===== src/rtl/spoken_word_segmenter_defines.svh =====
// Assertion macros shared by the spoken word segmenter RTL.
// Depends on nothing; files that check their own logic include it.
`ifndef SPOKEN_WORD_SEGMENTER_DEFINES_SVH
`define SPOKEN_WORD_SEGMENTER_DEFINES_SVH

// The consequent must hold in the same cycle as the antecedent.
`define SWS_ASSERT_NOW(label, clk, rst_n, ante, cons) \
  label: assert property (@(posedge clk) disable iff (!rst_n) (ante) |-> (cons)) \
    else $error("segmenter check failed");

// The consequent must hold in the cycle after the antecedent.
`define SWS_ASSERT_NEXT(label, clk, rst_n, ante, cons) \
  label: assert property (@(posedge clk) disable iff (!rst_n) (ante) |=> (cons)) \
    else $error("segmenter check failed");

`endif


===== src/rtl/sws_pkg.sv =====
// Shared types and constants of the spoken word segmenter.
// Depends on nothing; every other RTL file but the defines header imports it.
package sws_pkg;

  localparam int SAMPLE_BITS   = 16;
  localparam int MAG_BITS      = 15;
  localparam int POS_BITS      = 24;
  localparam int WORD_IDX_BITS = 4;
  localparam int MAX_WORDS     = 12;
  localparam int CFG_ADDR_BITS = 5;
  localparam int CFG_DATA_BITS = 32;

  localparam logic [POS_BITS-1:0] POS_MAX = {POS_BITS{1'b1}};
  localparam logic [MAG_BITS-1:0] NOISE_FLOOR = MAG_BITS'(10);
  localparam logic [MAG_BITS-1:0] MAG_MAX = {MAG_BITS{1'b1}};

  // Register indexes on the configuration port.
  typedef enum logic [2:0] {
    REG_ONSET_THRESHOLD    = 3'd0,
    REG_CALIBRATION_LENGTH = 3'd1,
    REG_MIN_WORD_LENGTH    = 3'd2,
    REG_MIN_DISCARD_LENGTH = 3'd3,
    REG_SILENCE_LIMIT      = 3'd4
  } reg_idx_t;

  typedef struct packed {
    logic [14:0] onset_threshold;
    logic [23:0] calibration_length;
    logic [15:0] min_word_length;
    logic [15:0] min_discard_length;
    logic [7:0]  silence_limit;
  } cfg_t;

  typedef struct packed {
    logic [23:0]              word_start;
    logic [23:0]              word_end;
    logic [WORD_IDX_BITS-1:0] word_index;
  } result_t;

endpackage


===== src/rtl/sws_if.sv =====
// Stream interfaces of the spoken word segmenter: sample beats in, word beats out.
// Depends on sws_pkg for field widths.
interface sws_in_if;
  import sws_pkg::*;
  logic                          valid;
  logic                          ready;
  logic signed [SAMPLE_BITS-1:0] sample;
  logic                          restart;

  modport source (output valid, output sample, output restart, input ready);
  modport sink (input valid, input sample, input restart, output ready);
endinterface

interface sws_out_if;
  import sws_pkg::*;
  logic                     valid;
  logic                     ready;
  logic [23:0]              word_start;
  logic [23:0]              word_end;
  logic [WORD_IDX_BITS-1:0] word_index;

  modport source (output valid, output word_start, output word_end, output word_index,
                  input ready);
  modport sink (input valid, input word_start, input word_end, input word_index,
                output ready);
endinterface


===== src/rtl/spoken_word_segmenter.sv =====
// Top level of the spoken word segmenter: register port, input stage, output queue.
// Depends on sws_pkg, sws_if.sv, sws_core and spoken_word_segmenter_defines.svh.
//
//   channel   direction  beat contents
//   in_ch     in         sample (signed 16), restart (1)
//   out_ch    out        word_start (24), word_end (24), word_index (4)
//   APB port  in/out     five configuration registers at byte address 4*index
//
// One sample beat is taken per cycle while the skid entry is free; each goes from
// acceptance into the input register, then through the segmentation update into the
// output register. The rate is set by that single update step.
// Reset clears the registers to their defaults and the stream state; restart on a
// sample clears the stream state only. A stalled output holds one result and one
// more in a skid entry; input stops only when the skid entry is occupied.
`include "spoken_word_segmenter_defines.svh"

module spoken_word_segmenter (
  input  logic                                 clk,
  input  logic                                 rst_n,
  sws_in_if.sink                               in_ch,
  sws_out_if.source                            out_ch,
  input  logic                                 psel,
  input  logic                                 penable,
  input  logic                                 pwrite,
  input  logic [sws_pkg::CFG_ADDR_BITS-1:0]    paddr,
  input  logic [sws_pkg::CFG_DATA_BITS-1:0]    pwdata,
  output logic [sws_pkg::CFG_DATA_BITS-1:0]    prdata,
  output logic                                 pready
);
  import sws_pkg::*;

  // Configuration registers. Writes land in the access phase; pready never stalls.
  cfg_t     cfg_r;
  reg_idx_t reg_sel;
  logic     wr_en;

  assign pready  = 1'b1;
  assign reg_sel = reg_idx_t'(paddr[CFG_ADDR_BITS-1:2]);
  assign wr_en   = psel && penable && pwrite;

  always_ff @(posedge clk) begin
    if (!rst_n) begin
      cfg_r.onset_threshold    <= 15'd400;
      cfg_r.calibration_length <= 24'd48000;
      cfg_r.min_word_length    <= 16'd9000;
      cfg_r.min_discard_length <= 16'd2000;
      cfg_r.silence_limit      <= 8'd30;
    end else if (wr_en) begin
      unique case (reg_sel)
        REG_ONSET_THRESHOLD:    cfg_r.onset_threshold    <= pwdata[14:0];
        REG_CALIBRATION_LENGTH: cfg_r.calibration_length <= pwdata[23:0];
        REG_MIN_WORD_LENGTH:    cfg_r.min_word_length    <= pwdata[15:0];
        REG_MIN_DISCARD_LENGTH: cfg_r.min_discard_length <= pwdata[15:0];
        REG_SILENCE_LIMIT:      cfg_r.silence_limit      <= pwdata[7:0];
        default: ;
      endcase
    end
  end

  // Reads return the register zero-extended; addresses past the list read zero.
  always_comb begin
    unique case (reg_sel)
      REG_ONSET_THRESHOLD:    prdata = CFG_DATA_BITS'(cfg_r.onset_threshold);
      REG_CALIBRATION_LENGTH: prdata = CFG_DATA_BITS'(cfg_r.calibration_length);
      REG_MIN_WORD_LENGTH:    prdata = CFG_DATA_BITS'(cfg_r.min_word_length);
      REG_MIN_DISCARD_LENGTH: prdata = CFG_DATA_BITS'(cfg_r.min_discard_length);
      REG_SILENCE_LIMIT:      prdata = CFG_DATA_BITS'(cfg_r.silence_limit);
      default:                prdata = '0;
    endcase
  end

  // Input register. The held sample is processed whenever the output queue can
  // absorb a possible result, which is whenever the skid entry is free.
  logic                          in_valid_r;
  logic signed [SAMPLE_BITS-1:0] sample_r;
  logic                          restart_r;
  logic                          skid_valid_r;
  logic                          proc;

  assign proc        = in_valid_r && !skid_valid_r;
  assign in_ch.ready = !in_valid_r || proc;

  always_ff @(posedge clk) begin
    if (!rst_n) begin
      in_valid_r <= 1'b0;
    end else if (in_ch.ready) begin
      in_valid_r <= in_ch.valid;
    end
  end

  always_ff @(posedge clk) begin
    if (in_ch.valid && in_ch.ready) begin
      sample_r  <= in_ch.sample;
      restart_r <= in_ch.restart;
    end
  end

  // Segmentation state and its update for the held sample.
  logic    emit;
  result_t core_res;

  sws_core u_core (
    .clk     (clk),
    .rst_n   (rst_n),
    .step    (proc),
    .sample  (sample_r),
    .restart (restart_r),
    .cfg     (cfg_r),
    .emit    (emit),
    .res     (core_res)
  );

  // Output register with one skid entry behind it. The skid entry only fills when
  // a result arrives while the output register is stalled.
  logic    out_valid_r;
  result_t out_r, skid_r;
  logic    pop;

  assign pop = out_valid_r && out_ch.ready;

  always_ff @(posedge clk) begin
    if (!rst_n) begin
      out_valid_r  <= 1'b0;
      skid_valid_r <= 1'b0;
    end else if (skid_valid_r) begin
      if (pop) begin
        skid_valid_r <= 1'b0;
      end
    end else if (emit) begin
      if (out_valid_r && !pop) begin
        skid_valid_r <= 1'b1;
      end else begin
        out_valid_r <= 1'b1;
      end
    end else if (pop) begin
      out_valid_r <= 1'b0;
    end
  end

  always_ff @(posedge clk) begin
    if (skid_valid_r) begin
      if (pop) begin
        out_r <= skid_r;
      end
    end else if (emit) begin
      if (out_valid_r && !pop) begin
        skid_r <= core_res;
      end else begin
        out_r <= core_res;
      end
    end
  end

  assign out_ch.valid      = out_valid_r;
  assign out_ch.word_start = out_r.word_start;
  assign out_ch.word_end   = out_r.word_end;
  assign out_ch.word_index = out_r.word_index;

  // The skid entry is never occupied with the output register empty.
  `SWS_ASSERT_NOW(a_skid_behind_out, clk, rst_n, skid_valid_r, out_valid_r)
  // A word is emitted only while the word count is below the limit.
  `SWS_ASSERT_NOW(a_word_limit, clk, rst_n, emit, core_res.word_index < WORD_IDX_BITS'(MAX_WORDS))
  // After the core produces a result, the output holds a valid result the next cycle.
  `SWS_ASSERT_NEXT(a_emit_shown, clk, rst_n, emit, out_valid_r)

endmodule


===== src/rtl/sws_core.sv =====
// Per-sample segmentation state and its combinational update, registered on each step.
// Depends on sws_pkg.
module sws_core (
  input  logic                                   clk,
  input  logic                                   rst_n,
  input  logic                                   step,
  input  logic signed [sws_pkg::SAMPLE_BITS-1:0] sample,
  input  logic                                   restart,
  input  sws_pkg::cfg_t                          cfg,
  output logic                                   emit,
  output sws_pkg::result_t                       res
);
  import sws_pkg::*;

  logic [POS_BITS-1:0]      position_r, position_nxt;
  logic [MAG_BITS-1:0]      noise_level_r, noise_level_nxt;
  logic                     in_word_r, in_word_nxt;
  logic [POS_BITS-1:0]      onset_r, onset_nxt;
  logic [MAG_BITS-1:0]      peak_r, peak_nxt;
  logic [7:0]               quiet_r, quiet_nxt;
  logic [SAMPLE_BITS-1:0]   prev_r, prev_nxt;
  logic [POS_BITS-1:0]      run_prev_r, run_prev_nxt;
  logic [WORD_IDX_BITS-1:0] words_r, words_nxt;
  logic                     hit;

  always_comb begin
    logic [POS_BITS-1:0]      e_pos, e_onset, e_run, age;
    logic [MAG_BITS-1:0]      e_noise, e_peak, mag, peak_base;
    logic                     e_in_word, crossing;
    logic [7:0]               e_quiet;
    logic [SAMPLE_BITS-1:0]   e_prev, neg;
    logic [WORD_IDX_BITS-1:0] e_words;

    // A restart sample sees freshly cleared state.
    e_pos     = restart ? '0 : position_r;
    e_noise   = restart ? NOISE_FLOOR : noise_level_r;
    e_in_word = restart ? 1'b0 : in_word_r;
    e_onset   = restart ? '0 : onset_r;
    e_peak    = restart ? '0 : peak_r;
    e_quiet   = restart ? '0 : quiet_r;
    e_prev    = restart ? '0 : prev_r;
    e_run     = restart ? '0 : run_prev_r;
    e_words   = restart ? '0 : words_r;

    // Magnitude, with the most negative sample pinned to full scale.
    neg = SAMPLE_BITS'(-sample);
    if (!sample[SAMPLE_BITS-1]) begin
      mag = sample[MAG_BITS-1:0];
    end else if (neg[SAMPLE_BITS-1]) begin
      mag = MAG_MAX;
    end else begin
      mag = neg[MAG_BITS-1:0];
    end

    crossing = (e_peak != '0) && !sample[SAMPLE_BITS-1] &&
               (e_prev[SAMPLE_BITS-1] || (e_prev == '0));
    age       = e_pos - e_onset;
    peak_base = e_peak;
    hit       = 1'b0;

    noise_level_nxt = e_noise;
    in_word_nxt     = e_in_word;
    onset_nxt       = e_onset;
    peak_nxt        = e_peak;
    quiet_nxt       = e_quiet;
    words_nxt       = e_words;

    if (e_pos < cfg.calibration_length) begin
      if (mag > e_noise) begin
        noise_level_nxt = mag;
      end
    end else if (e_pos > cfg.calibration_length) begin
      if (e_in_word) begin
        if (crossing) begin
          if (e_peak > e_noise) begin
            quiet_nxt = '0;
          end else if (age > POS_BITS'(cfg.min_word_length) ||
                       age > POS_BITS'(cfg.min_discard_length)) begin
            if (e_quiet >= cfg.silence_limit) begin
              in_word_nxt = 1'b0;
              quiet_nxt   = '0;
              if (age > POS_BITS'(cfg.min_word_length) &&
                  e_words < WORD_IDX_BITS'(MAX_WORDS)) begin
                hit       = 1'b1;
                words_nxt = e_words + 1'b1;
              end
            end else begin
              quiet_nxt = e_quiet + 1'b1;
            end
          end
          peak_base = '0;
        end
        peak_nxt = (mag > peak_base) ? mag : peak_base;
      end else if (mag > cfg.onset_threshold) begin
        in_word_nxt = 1'b1;
        onset_nxt   = e_run;
        peak_nxt    = '0;
      end
    end

    // Track where the current sign run began.
    if ((e_pos == '0) || (sample[SAMPLE_BITS-1] != e_prev[SAMPLE_BITS-1])) begin
      run_prev_nxt = e_pos;
    end else begin
      run_prev_nxt = e_run;
    end
    prev_nxt     = sample;
    position_nxt = (e_pos == POS_MAX) ? e_pos : e_pos + 1'b1;

    res.word_start = e_onset[23:0];
    res.word_end   = e_pos[23:0];
    res.word_index = e_words;
  end

  assign emit = step && hit;

  always_ff @(posedge clk) begin
    if (!rst_n) begin
      position_r    <= '0;
      noise_level_r <= NOISE_FLOOR;
      in_word_r     <= 1'b0;
      onset_r       <= '0;
      peak_r        <= '0;
      quiet_r       <= '0;
      prev_r        <= '0;
      run_prev_r    <= '0;
      words_r       <= '0;
    end else if (step) begin
      position_r    <= position_nxt;
      noise_level_r <= noise_level_nxt;
      in_word_r     <= in_word_nxt;
      onset_r       <= onset_nxt;
      peak_r        <= peak_nxt;
      quiet_r       <= quiet_nxt;
      prev_r        <= prev_nxt;
      run_prev_r    <= run_prev_nxt;
      words_r       <= words_nxt;
    end
  end

endmodule


===== src/flat_wrapper.sv =====
// flat-port wrapper written by rule: the top's interface ports become plain ports
module spoken_word_segmenter_flat import sws_pkg::*;
  (clk, rst_n, psel, penable, pwrite, paddr, pwdata, prdata, pready, in_ch_valid, in_ch_sample, in_ch_restart, in_ch_ready, out_ch_valid, out_ch_word_start, out_ch_word_end, out_ch_word_index, out_ch_ready);
  sws_in_if in_ch_i ();
  sws_out_if out_ch_i ();
  input  logic clk;
  input  logic rst_n;
  input  logic psel;
  input  logic penable;
  input  logic pwrite;
  input  logic [sws_pkg::CFG_ADDR_BITS-1:0] paddr;
  input  logic [sws_pkg::CFG_DATA_BITS-1:0] pwdata;
  output logic [sws_pkg::CFG_DATA_BITS-1:0] prdata;
  output logic pready;
  input wire logic [$bits(in_ch_i.valid)-1:0] in_ch_valid;
  input wire logic [$bits(in_ch_i.sample)-1:0] in_ch_sample;
  input wire logic [$bits(in_ch_i.restart)-1:0] in_ch_restart;
  output wire logic [$bits(in_ch_i.ready)-1:0] in_ch_ready;
  output wire logic [$bits(out_ch_i.valid)-1:0] out_ch_valid;
  output wire logic [$bits(out_ch_i.word_start)-1:0] out_ch_word_start;
  output wire logic [$bits(out_ch_i.word_end)-1:0] out_ch_word_end;
  output wire logic [$bits(out_ch_i.word_index)-1:0] out_ch_word_index;
  input wire logic [$bits(out_ch_i.ready)-1:0] out_ch_ready;
  assign in_ch_i.valid = in_ch_valid;
  assign in_ch_i.sample = in_ch_sample;
  assign in_ch_i.restart = in_ch_restart;
  assign in_ch_ready = in_ch_i.ready;
  assign out_ch_valid = out_ch_i.valid;
  assign out_ch_word_start = out_ch_i.word_start;
  assign out_ch_word_end = out_ch_i.word_end;
  assign out_ch_word_index = out_ch_i.word_index;
  assign out_ch_i.ready = out_ch_ready;
  spoken_word_segmenter u_core (.clk(clk), .rst_n(rst_n), .in_ch(in_ch_i), .out_ch(out_ch_i), .psel(psel), .penable(penable), .pwrite(pwrite), .paddr(paddr), .pwdata(pwdata), .prdata(prdata), .pready(pready));
endmodule

===== config.mk =====
export PLATFORM = sky130hd
export DESIGN_NAME = spoken_word_segmenter_flat
export DESIGN_NICKNAME = d
export VERILOG_FILES = /design/src/rtl/sws_pkg.sv /design/src/rtl/sws_if.sv /design/src/rtl/spoken_word_segmenter.sv /design/src/rtl/sws_core.sv /design/src/flat_wrapper.sv
export VERILOG_INCLUDE_DIRS = /design/src /design/src/rtl
export SDC_FILE = /design/constraint.sdc
export NUM_CORES = 1
export LEC_CHECK = 0
export BUFFER_PORTS_ARGS = -buffer_cell sky130_fd_sc_hd__buf_2
export CAP_MARGIN = 20
export CORE_MARGIN = 4
export CORE_UTILIZATION = 67
export CTS_BUF_LIST = sky130_fd_sc_hd__clkbuf_4
export CTS_CLUSTER_SIZE = 24
export DETAILED_ROUTE_END_ITERATION = 16
export PLACE_DENSITY = 0.95
export SLEW_MARGIN = 20
export SYNTH_ARGS = -nofsm -noshare
export SYNTH_HDL_FRONTEND = slang
export SYNTH_SLANG_ARGS = --single-unit

===== constraint.sdc =====
create_clock -name clk -period 21.9 [get_ports clk]
set_clock_uncertainty 0.15 [all_clocks]
set_input_delay 2.19 -clock clk [delete_from_list [all_inputs] [get_ports clk]]
set_output_delay 2.19 -clock clk [all_outputs]
set_load 0.1 [all_outputs]

==> out/metrics.cfg, run 1 <==
[outcome]
status = completed

[layout]
area_delta_synth_final_pct = 11.00
mostFrequentLayoutCells = 366 x nand2_1, 212 x dfxtp_1, 151 x ha_1
drive_gt1_frac = 0.1555
layout.nets = 2418
final_common_cell = nand2_1

[logic_synthesis]
async_reset_ff_frac = 0
ys_seq_elements = 334
netlist-cell-type-count = 83
synth_area_leaders = dfxtp_1 23%, edfxtp_1 20%, ha_1 10%
ys_seq_area_frac = 0.4266
synth_cells = 2067
synth.yosys.warnings = 0
synth_edf_count = 121
synth_area_per_cell_um2 = 8.956
synth_top_area_frac = 0.2303
netlist_area_um2 = 18510
ys.flop_type = dfxtp_1
synth_largest_area_cell = dfxtp_1

[floorplanning]
core_um2 = 27100
die_h_um = 174.2
initial_core_util = 0.6831
dieWidth_um = 174.2
dieArea_um2 = 30350
ios = 148
rows = 60

[clock_network]
post_cts_buffers = 0
cts_resized = 0
clk_latency_ps = 740
cts_sinks = 334
path_clk_slew_ps = 70
clock_tree.root_cell = clkbuf_4
ctsHtreeMaxLevel = 3
cts_inserted_buffers = 84
cts_tree = built
hold_buffers = 0
clockBufferDepth = 3

[setup_path]
slowest_delay_ps = 610
slowest_stage = buf_4
crit_fanout = 70
end_kind = flip-flop
startpoint_type = flip-flop
cpLargestDelayFamily = buffers and inverters
critPathKind = flip-flop to flip-flop
critPathRequiredTime_ps = 22060
crit_arrival_ps = 7830
crit_buf_inv = 6
crit_top_cell = nand2_1

[grt]
grt_max_degree = 89
grt_pass1_vias = 16470
grt_pass1_wl_um = 83970
grt_usage = 0.3394
antenna_found_initial = 1
grt-ovfl-total = 0

[route]
dr.pass1.iters = 6
initialDrtViolationCount = 1710
routed_wl_um = 52750
drc = 0
antenna_left = 0
num_vias = 16710
viasPerCell = 6.320
wire_per_inst_um = 19.95

[placed_design]
gp_congestion = 1.015
post-place-ws_ps = 14500
placement.io_buffers = 128
hpwl_um = 37610

[pwr]
p_total_mw = 1.304
irDropWorstVdd_v = 0.00004893
powerDensity_nw_per_um2 = 63.44
leakage_nw = 8.836

[hold_path]
hold_path.class = flip-flop to flip-flop

[sta]
slew-limit-headroom = 0.2608
clock.fmax_mhz = 130.5
post-route-min-period_ps = 7665
finalSetupViolCount = 0
slew_viol_final = 0
hold_violations = 0
worstMarginPinSlew_ps = 1109
finalCritPeriodShare = 0.3500
rsz0062_at_grt = no
timing.hold.ws_ps = 291.2
layout_setup_ws_ps = 14230
fin_setup_tns_ps = 0

[job]
maxCapViolCount = 0

==> logic make-up after synthesis <==
kind of cell    share of synthesized area
mux                               0.03068
compound gates                     0.1840
flops                              0.4266
fa+ha+maj                          0.1031
other cells                     0.0004057
xor+xnor                          0.02366
simple gates                       0.1781
buf+inv                           0.05346
==> worst paths after layout <==
path | end | depth (start not counted) | slack [ps] | start
hold / removal | u_core.u_core.onset_r[21]$_SDFFE_PN0P_ | 1 | 290 | u_core.u_core.run_prev_r[21]$_SDFFE_PN0P_
setup reg to reg | u_core.skid_r[9]$_DFFE_PP_ | 25 | 14230 | u_core.restart_r$_DFFE_PP_
hold reg to reg | u_core.u_core.onset_r[21]$_SDFFE_PN0P_ | 1 | 290 | u_core.u_core.run_prev_r[21]$_SDFFE_PN0P_
setup / recovery | u_core.skid_r[9]$_DFFE_PP_ | 25 | 14230 | u_core.restart_r$_DFFE_PP_
==> Yosys cell counts (all sizes together), types with 9 or more instances <==
cell and instances:
o21a 32, o2bb2ai 14, nor2b 68, o21ai 101, buf 24, ha 151, nor4 22, and3 17
a22oi 43, nand2b 9, nand4 37, clkbuf 91, o211ai 29, nor2 93, nand2 366, mux2 24
xor2 26, a21oi 150, o31ai 13, a21o 46, mux2i 14, inv 138, nor3 20, a31oi 10
and2 18, o22ai 10, nand3 32, dfxtp 213, edfxtp 121, xnor2 24, a22o 23
==> registers in the layout (all words and copies together) (netlist names) <==
name                         cells
u_core.cfg_r                    79
u_core.in_valid_r                1
u_core.out_ch.valid              1
u_core.out_ch.word_end          24
u_core.out_ch.word_index         4
u_core.out_ch.word_start        24
u_core.restart_r                 1
u_core.sample_r                 16
u_core.skid_r                   52
u_core.skid_valid_r              1
u_core.u_core.in_word_r          1
u_core.u_core.noise_level_r     15
u_core.u_core.onset_r           24
u_core.u_core.peak_r            15
u_core.u_core.position_r        24
u_core.u_core.prev_r            16
u_core.u_core.quiet_r            8
u_core.u_core.run_prev_r        24
u_core.u_core.words_r            4
==> per-stage QoR <==
stage                       util  std cells  cell area, um2
after floorplan                -       2074           18540
after global placement    0.7174       2490           19440
after detailed placement  0.7174       2490           19440
after CTS                 0.7575       2641           20530
after global routing      0.7583       2644           20550
final                     0.7583       2644           20550
==> routing by layer <==
layer / vias to the layer above / GRT usage / routed length (um)
li1: 7656 / - / -
met1: 7800 / 0.4036 / 19450
met2: 1022 / 0.5732 / 25260
met3: 231 / 0.07286 / 4973
met4: 0 / 0.1884 / 3070
met5: - / 0 / 0
==> report_power, final <==
group          internal [mW]  switching (mW)  total [mW]  leakage (nW)
Sequential             0.646         0.00622       0.652          2.92
Combinational         0.0338          0.0794       0.113          5.28
Clock                  0.277           0.261       0.539         0.636
Total                  0.957           0.347        1.30          8.84
==> area by class of cell <==
type	instances	area, um2
multi-input combinational	1487	9684
sequential	334	7899
fill	1891	6551
clock buffer	127	953.4
timing repair buffer	160	888.4
inverter	138	519.2
tap	372	465.4
clock inverter	24	135.1
antenna	2	5.005
==> worst reg2reg max path: stages (launching register included) <==
cell       delay, ps
edfxtp_1         330
buf_4            610
inv_1            130
buf_4            350
nand2_1          320
inv_1            230
ha_1             340
nand2_1           50
o21ai_0          460
o2111ai_2        240
nand2_1          200
inv_1             90
o21a_1           210
o21ai_0          200
xor2_1           290
ha_1             190
nand4_1          170
or4_1            540
a21o_1           200
o211ai_1         150
a221oi_1         140
nor4b_2          200
a21oi_1          360
nand2_1          230
nor3b_2          210
buf_4            590
Power figures use the tool's default switching activity.
==> run 2: changes to the inputs <==
- CORE_UTILIZATION: 67 -> 63
- PLACE_DENSITY: 0.95 -> 0.91
- clock period: 21.9 -> 7.3 ns (I/O delays scaled with it)
==> out/metrics.cfg, run 2 (synthesized netlist as in run 1, its figures left out) <==
[setup_path]
regToRegSetupSlack_ps = 740
crit_path_end = u_core.out_ch.word_start[8]$_DFFE_PP_
crit_path_start = u_core.restart_r$_DFFE_PP_
end_kind = flip-flop
crit_fanout = 52
r2r_start = u_core.restart_r$_DFFE_PP_
r2r-end = u_core.out_ch.word_start[8]$_DFFE_PP_
critPathKind = flip-flop to flip-flop
critPathRequiredTime_ps = 7490
startpoint_type = flip-flop
worst_r2r_path_depth = 22
crit_arrival_ps = 6750

[layout]
reg_top3 = u_core.cfg_r x79, u_core.skid_r x52
regMostFlops = u_core.cfg_r
area_delta_synth_final_pct = 12.27
stdcell_area_um2 = 20780
mostFrequentLayoutCells = 366 x nand2_1, 212 x dfxtp_1, 151 x ha_1
largest_register_ffs = 79
final_common_cell = nand2_1
layout.nets = 2440
drive_gt1_frac = 0.1555

[sta]
finalSetupViolCount = 0
slew-limit-headroom = 0.2397
fin_setup_tns_ps = 0
clock.fmax_mhz = 152.4
worstMarginPinSlew_ps = 1140
post-route-min-period_ps = 6561
rsz0062_at_grt = no
hold_violations = 0
layout_setup_ws_ps = 738.8
finalCritPeriodShare = 0.8988
slew_viol_final = 0

[placed_design]
hpwl_um = 38310
placed_area_um2 = 19530
placement.io_buffers = 128
gp_congestion = 1.011
post-place-ws_ps = 816.7

[pwr]
leakage_nw = 8.946
powerDensity_nw_per_um2 = 189.9
irDropWorstVdd_v = 0.0001537

[route]
antenna_left = 0
viasPerCell = 6.215
drc = 0
routed_wl_um = 52850
wire_per_inst_um = 19.71
dr.pass1.iters = 9
initialDrtViolationCount = 1565
num_vias = 16660

[hold_path]
hold_path.class = input pin to flip-flop
min_from = in_ch_sample[9]

[floorplanning]
rows = 62
dieWidth_um = 179.4
initial_core_util = 0.6415
dieArea_um2 = 32190
core_um2 = 28860
die_h_um = 179.4
ios = 148

[grt]
antenna_found_initial = 1
grt_pass1_vias = 16530
grt_max_degree = 86
grt-ovfl-total = 0
grt_pass1_wl_um = 84370
grt_usage = 0.3162

[clock_network]
cts_inserted_buffers = 86
cts_sinks = 334
path_clk_slew_ps = 60
ctsHtreeMaxLevel = 3
clock_tree.root_cell = clkbuf_4
clk_latency_ps = 720
post_cts_buffers = 0
clockBufferDepth = 3
cts_tree = built

[job]
maxCapViolCount = 0

[outcome]
status = completed

==> run 2: power breakdown <==
part	total, mW	internal (mW)	switching (mW)	leakage, nW
combinational	0.346	0.107	0.239	5.38
clock	1.64	0.852	0.792	0.654
sequential	1.96	1.94	0.0186	2.91
==> run 2: layer usage <==
metal / up-vias / part of all wire / GRT usage / wire length [um]
li1: 7700 / - / - / -
met1: 7865 / 0.38 / 0.3779 / 20000
met2: 873 / 0.49 / 0.5439 / 25740
met3: 225 / 0.081 / 0.05861 / 4280
met4: 0 / 0.054 / 0.1661 / 2840
met5: - / 0 / 0 / 0
==> run 2: worst min path at each step <==
stage,depth (start not counted),to,slack [ps]
5_1_grt,1,u_core.sample_r[15]$_DFFE_PP_,4
4_1_cts,1,u_core.sample_r[3]$_DFFE_PP_,0.4
3_3_place_gp,1,u_core.u_core.noise_level_r[0]$_SDFFE_PN0P_,290
3_5_place_dp,1,u_core.u_core.noise_level_r[0]$_SDFFE_PN0P_,300
2_1_floorplan,1,u_core.u_core.noise_level_r[0]$_SDFFE_PN0P_,270
6_report,1,u_core.sample_r[9]$_DFFE_PP_,50
==> run 2: metrics by stage <==
step	instances	power (mW)	hold slack, ps	utilization
after floorplan	2074	2.234	274.7	-
after global placement	2511	2.314	290.5	0.6767
after detailed placement	2511	2.328	298.6	0.6767
after CTS	2679	3.957	0.4147	0.7197
after global routing	2681	4.105	3.625	0.7202
final	2681	3.946	48.03	0.7202
==> run 2: final cells by class <==
cell class,count,area (um2)
flip-flops and latches,334,7899
well taps,384,480.5
inverters,138,519.2
fillers,2157,8074
clock buffers,115,863.3
multi-input cells,1487,9691
diodes,1,2.502
clock inverters,42,267.8
repair buffers,180,1061
==> run 2: worst max-delay path, stage by stage (launching register included) <==
cell	delay (ps)
edfxtp_1	440
nor2b_1	310
inv_1	190
ha_1	260
fa_1	400
nor2b_1	170
o22ai_1	150
o31ai_2	440
a21oi_1	210
nor2_1	130
nor2_1	60
xnor2_1	380
ha_1	200
nand4_1	150
or4_1	450
a21o_1	180
o211ai_1	140
a221oi_1	140
nor4b_2	210
a21oi_1	380
nand2_1	260
a22oi_2	190
buf_4	550
==> run 2: repair_timing <==
action,4_1_cts,5_1_grt
hold buffers,11,1
hold endpoints to repair,11,1
resized for setup,0,0
